--- src/design/naes_pkg.sv ---
// ----------------------------------------------------------------------------
// naes_pkg
// Shared types, constants and microcode for the next alarm event selector.
// ----------------------------------------------------------------------------
package naes_pkg;

  localparam int EVENT_SLOTS_DEF = 16;

  localparam int IDX_W   = 4;
  localparam int HOUR_W  = 5;
  localparam int MIN_W   = 6;
  localparam int DUR_W   = 8;
  localparam int SPD_W   = 7;
  localparam int SECS_W  = 17;
  localparam int PWM_W   = 10;
  localparam int STAT_W  = 2;

  localparam logic [HOUR_W-1:0] MAX_HOUR   = HOUR_W'(23);
  localparam logic [MIN_W-1:0]  MAX_MINUTE = MIN_W'(59);
  localparam logic [SPD_W-1:0]  MAX_SPEED  = SPD_W'(100);

  localparam logic [SECS_W-1:0] SECS_PER_HOUR   = SECS_W'(3600);
  localparam logic [SECS_W-1:0] SECS_PER_MINUTE = SECS_W'(60);

  // speed * 1023 / 100 as a multiply by a scaled reciprocal of 100/1023;
  // exact for every speed up to MAX_SPEED (100).
  localparam int                PWM_SHIFT = 14;
  localparam int                RECIP_W   = 18;
  localparam logic [RECIP_W-1:0] PWM_RECIP = RECIP_W'(167609);
  localparam int                PROD_W    = RECIP_W + SPD_W;

  typedef enum logic [STAT_W-1:0] {
    ST_WR_OK  = 2'd0,
    ST_WR_REJ = 2'd1,
    ST_FOUND  = 2'd2,
    ST_NONE   = 2'd3
  } naes_status_e;

  typedef struct packed {
    logic [HOUR_W-1:0] hours;
    logic [MIN_W-1:0]  minutes;
    logic [DUR_W-1:0]  duration;
    logic [SPD_W-1:0]  speed;
  } naes_entry_t;

  // Jump conditions of the sequencer
  typedef enum logic [2:0] {
    COND_NONE,
    COND_NO_IN,
    COND_IS_WRITE,
    COND_MORE,
    COND_OUT_BUSY
  } naes_cond_e;

  localparam int PC_W = 3;

  localparam logic [PC_W-1:0] STEP_ACCEPT   = 3'd0;
  localparam logic [PC_W-1:0] STEP_DISPATCH = 3'd1;
  localparam logic [PC_W-1:0] STEP_PRIME    = 3'd2;
  localparam logic [PC_W-1:0] STEP_SCAN     = 3'd3;
  localparam logic [PC_W-1:0] STEP_RESULT   = 3'd4;
  localparam logic [PC_W-1:0] STEP_WRITE    = 3'd5;

  typedef struct packed {
    logic            accept;      // offer in_ready, clear search state
    logic            issue_read;  // read slot at scan counter, advance it
    logic            compare;     // fold last read slot into the best match
    logic            load_query;  // commit query result to output register
    logic            load_write;  // commit table write and its status
    naes_cond_e      cond;
    logic [PC_W-1:0] target;
    logic            done;        // fall through to the first step
  } naes_ctrl_t;

  // Status from the datapath to the sequencer
  typedef struct packed {
    logic in_valid;
    logic is_write;
    logic more;
    logic out_busy;
  } naes_flags_t;

  function automatic naes_ctrl_t ucode_fetch(logic [PC_W-1:0] pc);
    naes_ctrl_t w;
    w = '{accept: 1'b0, issue_read: 1'b0, compare: 1'b0, load_query: 1'b0,
          load_write: 1'b0, cond: COND_NONE, target: STEP_ACCEPT, done: 1'b0};
    unique case (pc)
      STEP_ACCEPT: begin
        w.accept = 1'b1;
        w.cond   = COND_NO_IN;
        w.target = STEP_ACCEPT;
      end
      STEP_DISPATCH: begin
        w.cond   = COND_IS_WRITE;
        w.target = STEP_WRITE;
      end
      STEP_PRIME: begin
        w.issue_read = 1'b1;
      end
      STEP_SCAN: begin
        w.issue_read = 1'b1;
        w.compare    = 1'b1;
        w.cond       = COND_MORE;
        w.target     = STEP_SCAN;
      end
      STEP_RESULT: begin
        w.load_query = 1'b1;
        w.cond       = COND_OUT_BUSY;
        w.target     = STEP_RESULT;
        w.done       = 1'b1;
      end
      STEP_WRITE: begin
        w.load_write = 1'b1;
        w.cond       = COND_OUT_BUSY;
        w.target     = STEP_WRITE;
        w.done       = 1'b1;
      end
      default: begin
        w.done = 1'b1;
      end
    endcase
    return w;
  endfunction

endpackage

--- src/design/next_alarm_event_select.sv ---
// ----------------------------------------------------------------------------
// next_alarm_event_select
// Scheduled event table with write and next-event query transactions.
// ----------------------------------------------------------------------------
//  Channel | Direction | Handshake              | Payload
//  in      | input     | in_valid_i/in_ready_o   | req_type .. current_seconds
//  out     | output    | out_valid_o/out_ready_i | status .. pwm_compare
//
// A write goes from acceptance through the dispatch and write steps to a result
// in the output register; a query goes through the prime step, a scan that reads
// one table slot per cycle through the single memory read port, and the result step.
// Reset clears the valid bits of all slots at once; no clearing pass.
// A result waiting in the output register does not block acceptance of the
// next transaction; the sequencer holds at its result step until it is taken.
// ----------------------------------------------------------------------------
module next_alarm_event_select import naes_pkg::*; #(
  parameter int EVENT_SLOTS = EVENT_SLOTS_DEF
) (
  input  logic              clk_i,
  input  logic              rst_ni,
  input  logic              in_valid_i,
  output logic              in_ready_o,
  input  logic              req_type_i,
  input  logic [IDX_W-1:0]  event_index_i,
  input  logic [HOUR_W-1:0] hours_i,
  input  logic [MIN_W-1:0]  minutes_i,
  input  logic [DUR_W-1:0]  duration_min_i,
  input  logic [SPD_W-1:0]  speed_percent_i,
  input  logic [SECS_W-1:0] current_seconds_i,
  output logic              out_valid_o,
  input  logic              out_ready_i,
  output logic [STAT_W-1:0] status_o,
  output logic [IDX_W-1:0]  found_index_o,
  output logic [SECS_W-1:0] alarm_seconds_o,
  output logic [DUR_W-1:0]  found_duration_o,
  output logic [SPD_W-1:0]  found_speed_o,
  output logic [PWM_W-1:0]  pwm_compare_o
);

  naes_ctrl_t  ctrl;
  naes_flags_t flags;

  naes_seq u_seq (
    .clk_i   (clk_i),
    .rst_ni  (rst_ni),
    .flags_i (flags),
    .ctrl_o  (ctrl)
  );

  naes_dpath #(
    .EVENT_SLOTS (EVENT_SLOTS)
  ) u_dpath (
    .clk_i             (clk_i),
    .rst_ni            (rst_ni),
    .ctrl_i            (ctrl),
    .flags_o           (flags),
    .in_valid_i        (in_valid_i),
    .in_ready_o        (in_ready_o),
    .req_type_i        (req_type_i),
    .event_index_i     (event_index_i),
    .hours_i           (hours_i),
    .minutes_i         (minutes_i),
    .duration_min_i    (duration_min_i),
    .speed_percent_i   (speed_percent_i),
    .current_seconds_i (current_seconds_i),
    .out_valid_o       (out_valid_o),
    .out_ready_i       (out_ready_i),
    .status_o          (status_o),
    .found_index_o     (found_index_o),
    .alarm_seconds_o   (alarm_seconds_o),
    .found_duration_o  (found_duration_o),
    .found_speed_o     (found_speed_o),
    .pwm_compare_o     (pwm_compare_o)
  );

endmodule

--- src/design/naes_seq.sv ---
// ----------------------------------------------------------------------------
// naes_seq
// Step counter with conditional jumps; fetches one control word per step.
// ----------------------------------------------------------------------------
module naes_seq import naes_pkg::*; (
  input  logic        clk_i,
  input  logic        rst_ni,
  input  naes_flags_t flags_i,
  output naes_ctrl_t  ctrl_o
);

  logic [PC_W-1:0] pc_q, pc_d;
  naes_ctrl_t      word;
  logic            take;

  always_comb begin
    word = ucode_fetch(pc_q);
    unique case (word.cond)
      COND_NONE:     take = 1'b0;
      COND_NO_IN:    take = !flags_i.in_valid;
      COND_IS_WRITE: take = flags_i.is_write;
      COND_MORE:     take = flags_i.more;
      COND_OUT_BUSY: take = flags_i.out_busy;
      default:       take = 1'b0;
    endcase
    if (take) begin
      pc_d = word.target;
    end else if (word.done) begin
      pc_d = STEP_ACCEPT;
    end else begin
      pc_d = pc_q + PC_W'(1);
    end
  end

  always_ff @(posedge clk_i or negedge rst_ni) begin
    if (!rst_ni) begin
      pc_q <= STEP_ACCEPT;
    end else begin
      pc_q <= pc_d;
    end
  end

  assign ctrl_o = word;

endmodule

--- src/design/naes_dpath.sv ---
// ----------------------------------------------------------------------------
// naes_dpath
// Event table, valid bits, scan counter, best-match registers and output
// register, all driven by the control word of the sequencer.
// ----------------------------------------------------------------------------
module naes_dpath import naes_pkg::*; #(
  parameter int EVENT_SLOTS = EVENT_SLOTS_DEF
) (
  input  logic              clk_i,
  input  logic              rst_ni,
  input  naes_ctrl_t        ctrl_i,
  output naes_flags_t       flags_o,
  input  logic              in_valid_i,
  output logic              in_ready_o,
  input  logic              req_type_i,
  input  logic [IDX_W-1:0]  event_index_i,
  input  logic [HOUR_W-1:0] hours_i,
  input  logic [MIN_W-1:0]  minutes_i,
  input  logic [DUR_W-1:0]  duration_min_i,
  input  logic [SPD_W-1:0]  speed_percent_i,
  input  logic [SECS_W-1:0] current_seconds_i,
  output logic              out_valid_o,
  input  logic              out_ready_i,
  output logic [STAT_W-1:0] status_o,
  output logic [IDX_W-1:0]  found_index_o,
  output logic [SECS_W-1:0] alarm_seconds_o,
  output logic [DUR_W-1:0]  found_duration_o,
  output logic [SPD_W-1:0]  found_speed_o,
  output logic [PWM_W-1:0]  pwm_compare_o
);

  localparam int SLOT_W = (EVENT_SLOTS > 1) ? $clog2(EVENT_SLOTS) : 1;
  localparam int CNT_W  = $clog2(EVENT_SLOTS + 1);

  // Latched request
  logic              req_q;
  logic [IDX_W-1:0]  idx_q;
  logic [HOUR_W-1:0] hr_q;
  logic [MIN_W-1:0]  mn_q;
  logic [DUR_W-1:0]  dur_q;
  logic [SPD_W-1:0]  spd_q;
  logic [SECS_W-1:0] now_q;

  naes_entry_t       mem_q [EVENT_SLOTS];
  logic              vld_q [EVENT_SLOTS];

  logic [CNT_W-1:0]  cnt_q;
  logic [SLOT_W-1:0] rd_addr;
  naes_entry_t       rd_entry_q;
  logic              rd_vld_q;
  logic [SLOT_W-1:0] rd_idx_q;

  logic              have_q;
  logic [SLOT_W-1:0] best_idx_q;
  logic [SECS_W-1:0] best_secs_q;
  logic [DUR_W-1:0]  best_dur_q;
  logic [SPD_W-1:0]  best_spd_q;

  logic              out_valid_q;
  naes_status_e      status_q;
  logic [IDX_W-1:0]  oidx_q;
  logic [SECS_W-1:0] osecs_q;
  logic [DUR_W-1:0]  odur_q;
  logic [SPD_W-1:0]  ospd_q;
  logic [PWM_W-1:0]  opwm_q;

  logic              in_fire;
  logic              out_busy;
  logic              more;
  logic              wr_ok;
  logic              commit_q_res;
  logic              commit_w_res;
  logic [SECS_W-1:0] rd_secs;
  logic              better;
  logic [PROD_W-1:0] pwm_prod;

  assign in_ready_o = ctrl_i.accept;
  assign in_fire    = in_valid_i && ctrl_i.accept;
  assign out_busy   = out_valid_q && !out_ready_i;
  assign more       = cnt_q < CNT_W'(EVENT_SLOTS);
  assign rd_addr    = cnt_q[SLOT_W-1:0];

  assign wr_ok = (hr_q <= MAX_HOUR) && (mn_q <= MAX_MINUTE) && (spd_q <= MAX_SPEED)
              && ({28'd0, idx_q} < 32'(EVENT_SLOTS));

  assign commit_q_res = ctrl_i.load_query && !out_busy;
  assign commit_w_res = ctrl_i.load_write && !out_busy;

  assign rd_secs = SECS_W'(rd_entry_q.hours) * SECS_PER_HOUR
                 + SECS_W'(rd_entry_q.minutes) * SECS_PER_MINUTE;
  assign better  = rd_vld_q && (rd_secs > now_q) && (!have_q || rd_secs < best_secs_q);

  assign pwm_prod = PROD_W'(best_spd_q) * PROD_W'(PWM_RECIP);

  assign flags_o = '{in_valid: in_valid_i, is_write: !req_q, more: more,
                     out_busy: out_busy};

  // Request capture
  always_ff @(posedge clk_i) begin
    if (in_fire) begin
      req_q <= req_type_i;
      idx_q <= event_index_i;
      hr_q  <= hours_i;
      mn_q  <= minutes_i;
      dur_q <= duration_min_i;
      spd_q <= speed_percent_i;
      now_q <= current_seconds_i;
    end
  end

  // Table storage and scan read port
  always_ff @(posedge clk_i) begin
    if (commit_w_res && wr_ok) begin
      mem_q[SLOT_W'(idx_q)] <= '{hours: hr_q, minutes: mn_q, duration: dur_q,
                                 speed: spd_q};
    end
    if (ctrl_i.issue_read && more) begin
      rd_entry_q <= mem_q[rd_addr];
      rd_idx_q   <= rd_addr;
    end
  end

  always_ff @(posedge clk_i or negedge rst_ni) begin
    if (!rst_ni) begin
      for (int i = 0; i < EVENT_SLOTS; i++) begin
        vld_q[i] <= 1'b0;
      end
      cnt_q    <= '0;
      rd_vld_q <= 1'b0;
      have_q   <= 1'b0;
    end else begin
      if (commit_w_res && wr_ok) begin
        vld_q[SLOT_W'(idx_q)] <= 1'b1;
      end
      if (in_fire) begin
        cnt_q  <= '0;
        have_q <= 1'b0;
      end else begin
        if (ctrl_i.issue_read && more) begin
          cnt_q <= cnt_q + CNT_W'(1);
        end
        if (ctrl_i.compare && better) begin
          have_q <= 1'b1;
        end
      end
      // a slot past the end reads as empty
      if (ctrl_i.issue_read) begin
        rd_vld_q <= more && vld_q[rd_addr];
      end
    end
  end

  // Best match so far
  always_ff @(posedge clk_i) begin
    if (ctrl_i.compare && better) begin
      best_idx_q  <= rd_idx_q;
      best_secs_q <= rd_secs;
      best_dur_q  <= rd_entry_q.duration;
      best_spd_q  <= rd_entry_q.speed;
    end
  end

  // Output register
  always_ff @(posedge clk_i or negedge rst_ni) begin
    if (!rst_ni) begin
      out_valid_q <= 1'b0;
    end else if (commit_q_res || commit_w_res) begin
      out_valid_q <= 1'b1;
    end else if (out_ready_i) begin
      out_valid_q <= 1'b0;
    end
  end

  always_ff @(posedge clk_i) begin
    if (commit_w_res) begin
      status_q <= wr_ok ? ST_WR_OK : ST_WR_REJ;
      oidx_q   <= '0;
      osecs_q  <= '0;
      odur_q   <= '0;
      ospd_q   <= '0;
      opwm_q   <= '0;
    end else if (commit_q_res) begin
      if (have_q) begin
        status_q <= ST_FOUND;
        oidx_q   <= IDX_W'(best_idx_q);
        osecs_q  <= best_secs_q;
        odur_q   <= best_dur_q;
        ospd_q   <= best_spd_q;
        opwm_q   <= pwm_prod[PWM_SHIFT +: PWM_W];
      end else begin
        status_q <= ST_NONE;
        oidx_q   <= '0;
        osecs_q  <= '0;
        odur_q   <= '0;
        ospd_q   <= '0;
        opwm_q   <= '0;
      end
    end
  end

  assign out_valid_o      = out_valid_q;
  assign status_o         = status_q;
  assign found_index_o    = oidx_q;
  assign alarm_seconds_o  = osecs_q;
  assign found_duration_o = odur_q;
  assign found_speed_o    = ospd_q;
  assign pwm_compare_o    = opwm_q;

endmodule

--- config.mk ---
export PLATFORM = sky130hd
export DESIGN_NAME = next_alarm_event_select
export DESIGN_NICKNAME = d
export VERILOG_FILES = /design/src/design/naes_pkg.sv /design/src/design/next_alarm_event_select.sv /design/src/design/naes_seq.sv /design/src/design/naes_dpath.sv
export SDC_FILE = /design/constraint.sdc
export NUM_CORES = 1
export LEC_CHECK = 0
export BUFFER_PORTS_ARGS = -buffer_cell sky130_fd_sc_hd__buf_2
export CORE_ASPECT_RATIO = 0.75
export CORE_MARGIN = 4
export CORE_UTILIZATION = 49
export DETAILED_ROUTE_END_ITERATION = 10
export PLACE_DENSITY_LB_ADDON = 0.08
export RECOVER_POWER = 25
export SYNTH_ARGS = -nofsm -noshare
export SYNTH_HDL_FRONTEND = slang
export SYNTH_SLANG_ARGS = --single-unit
--- constraint.sdc ---
create_clock -name clk_i -period 13.7 [get_ports clk_i]
set_input_delay 2.055 -clock clk_i [delete_from_list [all_inputs] [get_ports clk_i]]
set_output_delay 2.055 -clock clk_i [all_outputs]
set_load 0.005 [all_outputs]
# Yosys cells after proc, flatten, opt, wreduce, memory -nomap -nowiden

Memories as Yosys holds them, arrays and structs flattened. A register that Yosys moved wholly into a read port is not among the register bits.
Cells that the tools add are included.

Multiply operators: 3
Multiplexer cells: 31
Add/subtract/negate cells: 3
Reductions and logical operators: 27
Equality and inequality tests: 9
Bitwise gates (word level): 3
Magnitude comparators: 9

Operators by type and width:

| cell                    | number |
|---|---|
| $pmux W6 S5             | 1 |
| $mul A7 B18 Y24 const B | 1 |
| $add A17 B12 Y17        | 1 |
| $gt A17 B17 Y1          | 1 |
| $lt A17 B17 Y1          | 1 |
| $mux W17                | 1 |
| $mux W1                 | 16 |
| $or A16 B16 Y16         | 1 |
| $logic_and A1 B1 Y1     | 13 |
| $mul A5 B8 Y13 const B  | 1 |
| $eq A3 B2 Y1 const B    | 4 |
| $ge A5 B5 Y1 const B    | 2 |
| $mul A6 B4 Y10 const B  | 1 |
| $mux W10                | 1 |
| $mux W5                 | 2 |
| $not A4 Y5              | 2 |
| $eq A3 B3 Y1 const B    | 3 |
| $mux W8                 | 1 |
| $reduce_bool A2 Y1      | 4 |
| $le A7 B7 Y1 const B    | 1 |
| $mux W7                 | 1 |
| $eq A3 B1 Y1 const B    | 2 |
| $le A6 B6 Y1 const B    | 1 |
| $mux W3                 | 2 |
| other kinds (15)        | 21 |

Word-level logic and storage cells: 125
Output and inout port bits: 50
Bits in writable memories: 416
Flip-flop bits (word level): 163
Memories kept: 1

Memories:

| memory        | depth | width | read ports | clocked after memory_dff | write ports | line             | source |
|---|---|---|---|---|---|---|---|
| u_dpath.mem_q | 16    | 26    | 1          | 1                        | 1           | naes_dpath.sv:44 | `naes_entry_t mem_q [EVENT_SLOTS];` |

# Depth between registers and ports, before layout

Word-level depth: 8
Mapped depth: 24

# Hierarchy

A second synthesis with hierarchy kept.

Cell total of the unflattened synthesis: 1399
Area, all modules: 25782.2 um^2

By module, submodules not included:

| module     | area each (um^2) | cells an instance | sequential area each (um^2) | instances |
|---|---|---|---|---|
| naes_dpath | 25411.9          | 1354              | 17396.7                     | 1 |
| naes_seq   | 370.4            | 45                | 75.1                        | 1 |

# Least setup slack after synthesis

Ideal clock, no wire load.

Path kind: register to register
From: register u_dpath.rd_entry_q[18] (netlist name)
To: register u_dpath.best_dur_q[0] (enable)
Cell stages (with the launch flop): 21
Path slack: 4765 ps
Arrival: 8412 ps
Buffers on the path: 0
Required time: 13178 ps
Cells stage by stage: edfxtp_1 -> inv_1 -> fa_1 -> fa_1 -> inv_1 -> ha_1 -> a21oi_1 -> nand2b_1 -> a21boi_0 -> o41ai_1 -> xnor2_1 -> ha_1 -> or3_1 -> o31ai_1 -> nor3_1 -> xnor2_1 -> ha_1 -> nand4_1 -> or2_2 -> o221a_2 -> nor4b_1

Longest elaborated chain between the ends: 6

RTL lines:

| element                                                          | line              | source |
|---|---|---|
| $mul A6 B4 Y10 *                                                 | naes_dpath.sv:90  | `+ SECS_W'(rd_entry_q.minutes) * SECS_PER_MINUTE;` |
| $add A17 B12 Y17 *                                               | naes_dpath.sv:90  |  |
| named net u_dpath.rd_secs[16]                                    | naes_dpath.sv:73  | `logic [SECS_W-1:0] rd_secs;` |
| $gt A17 B17 Y1 / $lt A17 B17 Y1 (equally long branches)          | naes_dpath.sv:91  | `assign better = rd_vld_q && (rd_secs > now_q) && (!have_q \|\| rd_secs < best_secs_q);` |
| $logic_and A1 B1 Y1 / $logic_or A1 B1 Y1 (equally long branches) | naes_dpath.sv:91  |  |
| $logic_and A1 B1 Y1 *                                            | naes_dpath.sv:91  |  |
| $logic_and A1 B1 Y1 *                                            | naes_dpath.sv:155 | `if (ctrl_i.compare && better) begin` |
| to (signal assigned)                                             | naes_dpath.sv:158 | `best_dur_q <= rd_entry_q.duration;` |
| to (decl)                                                        | naes_dpath.sv:56  | `logic [DUR_W-1:0] best_dur_q;` |

Mark *: on every way through the listed nets, which the timed path passes. The rest lies on a longest branch.
A chain may end at the register's enable or synchronous reset.

# Worst setup path after layout

From: register u_dpath.rd_entry_q[18] (netlist name)
To: register u_dpath.best_dur_q[5] (enable)

Longest elaborated chain between the ends: 6

RTL lines:

| element                                                          | line |
|---|---|
| $mul A6 B4 Y10 *                                                 | naes_dpath.sv:90 |
| $add A17 B12 Y17 *                                               | naes_dpath.sv:90 |
| named net u_dpath.rd_secs[16]                                    | naes_dpath.sv:73 |
| $gt A17 B17 Y1 / $lt A17 B17 Y1 (equally long branches)          | naes_dpath.sv:91 |
| $logic_and A1 B1 Y1 / $logic_or A1 B1 Y1 (equally long branches) | naes_dpath.sv:91 |
| $logic_and A1 B1 Y1 *                                            | naes_dpath.sv:91 |
| $logic_and A1 B1 Y1 *                                            | naes_dpath.sv:155 |

Marks and branches as above.

==> summary by stage <==
Status
The run finished with clean final reports.

Clock network
At the later pin of the worst-skew pair, clock insertion delay measures 0.63 ns. Post-CTS repair changed the size of 0 cells. The number of clock buffers added by TritonCTS is 56. The library cell used as clock root buffer is sky130_fd_sc_hd__clkbuf_16. Clock-pin slew was measured on the worst setup and hold paths at 0.07 ns.

The number of sinks driven by the clock tree is 601. TritonCTS built the clock tree. The number of buffers between clock root and the deepest sink is 3. Buffers added to address setup during post-CTS repair amount to 0. The deepest level of the CTS H-tree is 2.

The hold buffer count at CTS is 0.

Worst setup path
Data on the critical path is required at its endpoint by 13.96 ns. Traced cell by cell, the critical path runs through inv_1, fa_1, fa_1, inv_1, ha_1, a21oi_1, nand2b_1, a21boi_0, o41ai_1, xnor2_1, ha_1, or3_1, o31ai_1, nor3_1, xnor2_1, ha_1, nand4_1, or2_2, o221a_2, nor4b_2, buf_4. The category of the most critical setup path is flip-flop to flip-flop. The maximum fanout along the worst path is 27. The critical path contains buffers and inverters numbering 3 combined. The critical path starts at u_dpath.rd_entry_q[18]. The dominant cell type by count on the critical path is sky130_fd_sc_hd__ha_1. The kind of cell with the highest combined delay along the critical path is adder cells. The data arrival time of the critical path is 7.10 ns. In this run the number of cells on the critical path is 21. The worst reg2reg path startpoint is u_dpath.rd_entry_q[18]. The startpoint class of the critical path is a flip-flop. The delay of the slowest cell on the worst path is 0.71 ns. For the worst flop-to-flop path, the logic depth is 21. The element type at the critical path end is a flip-flop. The slowest cell on the critical path is sky130_fd_sc_hd__nor4b_2.

Floorplan
The total core area is 0.05189 mm². The initial core utilization is 0.4992. The number of primary I/O pins is 102. The die covers 0.05665 mm². The floorplan has 72 rows. The floorplan die height is 207.1 µm. The die extent in x is 273.5 µm.

GRT
The largest net degree at the start of global routing is 58. For this run, the total global-route usage over all layers was measured as 0.1974. The first-pass GRT wire length is 84150 µm. The total congestion overflow is 0.

The number of antenna violations at the first check in global routing is 3. The via count of the first global-routing pass is 13325.

Worst hold path
The worst hold path was traced through 0 stages. In this run the most critical hold path is launched from u_dpath.rd_entry_q[2]. The classification of the worst-slack hold path is flip-flop to flip-flop.

Yosys
The most used flip-flop cell after synthesis is sky130_fd_sc_hd__edfxtp_1. The distinct cell type count of the synthesized netlist is 68. The flop and latch count out of synthesis is 601. After synthesis, the mean cell area works out to 17.74 µm². The count of yosys warnings during synthesis is 0. The gate count after technology mapping is 1460. Counting flops with a built-in enable in the synthesized netlist gives 530. The summed instance area of the synthesized netlist is 0.02590 mm². The register area share after synthesis is 0.6745.

The proportion of register bits with asynchronous set or reset after synthesis is 0.04493.

Power and ir drop
Of the total power, combinational logic draws 0.336. The switching power is 1.919 mW. Of the total power, the share spent switching nets is 0.3213. Across the VDD grid, the largest voltage drop is 0.1738 mV.

The ratio of total power to cell area is 203.9 mW/mm². The total internal power is 4.054 mW. The share of total power dissipated in the clock network is 0.269. The part of the power in registers is 0.394. The static leakage power is 10.54 nW.

STA
The measured slew at the worst slew-check pin is 1.191 ns. The time the worst path needs with I/O delays and setup is 6.845 ns. The hold violation total from the final report is 0. Setup total negative slack on the finished layout was measured at 0 ns. The tightest slew margin relative to the limit is 0.2044. The worst clock skew is 0.04078 ns. The total of endpoints with negative setup slack in the final report is 0. Setup repair after global routing left no endpoint under its margin. The post-route fraction of the period consumed by the critical path is 0.4996.

The maximum achievable frequency is 146.1 MHz. The count of final max-slew check failures is 0.

Final layout
The number of antenna cells inserted is 0. In the layout the commonest cells are 530 x sky130_fd_sc_hd__edfxtp_1, 135 x sky130_fd_sc_hd__mux4_2, 132 x sky130_fd_sc_hd__ha_1, 120 x sky130_fd_sc_hd__inv_1, 99 x sky130_fd_sc_hd__buf_2. The area growth from synthesis to final layout is 13.12%. Counting the fill cells in the layout gives 4050. For this run, the post-layout net count is 1807. The share of final-layout standard cells stronger than drive strength 1 is 0.2306. Summing all non-filler instances in the final layout gives an area of 0.02930 mm².

The footprint of the flip-flops and latches is 0.01748 mm². The area of the multi-input gates is 0.007901 mm². The most common cell after layout, fill and taps aside is sky130_fd_sc_hd__edfxtp_1.

Route
The remaining number of nets flagged by the antenna check after routing is 0. Wires add up to 54900 µm. The residual DRC count is 0. The pre-antenna-repair detailed-routing pass consisted of 5 iterations. After detailed routing, the number of vias per cell comes to 5.571. The overall via count from detail_route is 13025. The detailed-route wire length per cell is 23.48 µm. In this run, the number of DRC markers left after iteration 0 of detailed routing was 1284.

Run
Max-cap violations in this run came to 0.

Placement
During placement, the flow inserted port buffers numbering 99. Summed over all nets, the half-perimeter wirelength after detailed placement is 32450 µm. Routability-driven placement finished with a final weighted congestion of 0.8137.

The cell area after placement is 0.02738 mm².
synthesized netlist by cell type, drive strengths merged (13+ instances only):
master	count	area, µm²
a21o	23	172.7
a21oi	31	155.2
a22o	16	140.1
buf	28	142.6
clkbuf	25	93.84
dfrtp	27	675.7
dfxtp	44	880.8
edfxtp	530	15920
fa	35	700.7
ha	132	1652
inv	120	450.4
mux4	135	3040
nand2	55	209.0
nand4	13	81.33
nor2	48	180.2
o21ai	46	237.7
o21bai	19	142.6
xnor2	22	192.7
worst paths after layout:
check                                   endpoint  slack (ns)
setup / recovery           u_dpath.best_dur_q[5]        6.85
max in group asynchronous       u_dpath.cnt_q[0]       11.73
hold reg to reg            u_dpath.best_spd_q[2]        0.41
hold / removal             u_dpath.best_spd_q[2]        0.41
min in group asynchronous          u_seq.pc_q[2]        1.48
setup reg to reg           u_dpath.best_dur_q[5]        6.85
layout make-up:
cell class                 count  share of cell area
clock buffer                  68             0.05081
sequential                   601              0.5966
clock inverter                37             0.01477
timing repair buffer         122             0.02280
inverter                     120             0.01537
tap                          703             0.03002
multi-input combinational    687              0.2697
sequential cells by signal, summed over array words and instances, names as in the netlist, 5 cells and up:
register,cells
u_dpath.rd_entry_q,26
u_dpath.vld_q,16
u_dpath.best_secs_q,15
u_dpath.spd_q,7
u_dpath.found_duration_o,8
u_dpath.now_q,17
u_dpath.best_dur_q,8
u_dpath.found_speed_o,7
u_dpath.dur_q,8
u_dpath.mn_q,6
u_dpath.cnt_q,5
u_dpath.hr_q,5
u_dpath.mem_q,416
u_dpath.best_spd_q,7
u_dpath.pwm_compare_o,10
u_dpath.alarm_seconds_o,15
power by group through the flow:
stage	Clock, mW	Sequential (mW)	Combinational, mW
global placement	0	2.39	1.96
finish	1.61	2.35	2.01
global route	1.73	2.38	2.28
floorplan	0	2.32	1.56
CTS	1.65	2.36	2.02
detailed placement	0	2.40	2.01
routing by layer:
metal / track usage / wire length, µm
met2: 0.2904 / 24150
met4: 0.04137 / 915
met5: 0 / 7
met3: 0.03471 / 3144
met1: 0.3127 / 26680
metrics by stage:
step / hold WS, ns / total power, mW / utilization / setup WS (ns) / cells
floorplan: 0.4003 / 3.882 / - / 4.765 / 1461
global placement: 0.4021 / 4.350 / 0.5277 / 6.913 / 2233
detailed placement: 0.4045 / 4.407 / 0.5277 / 6.840 / 2233
CTS: 0.4089 / 6.029 / 0.5647 / 6.805 / 2338
global route: 0.4239 / 6.384 / 0.5647 / 6.352 / 2338
finish: 0.4059 / 5.974 / 0.5647 / 6.855 / 2338
kinds of logic after synthesis:
kind of cell,Yosys count,synth area share
AO/OA/AOI/OAI,174,0.04603
buffers and inverters,173,0.02652
other,1,0.0001448
XOR/XNOR,32,0.01082
adder cells (fa/ha/maj),167,0.09081
flip-flops,601,0.6745
AND/OR/NAND/NOR,174,0.03246
multiplexers,138,0.1187
Note: power is estimated with default switching activity, not from simulation.
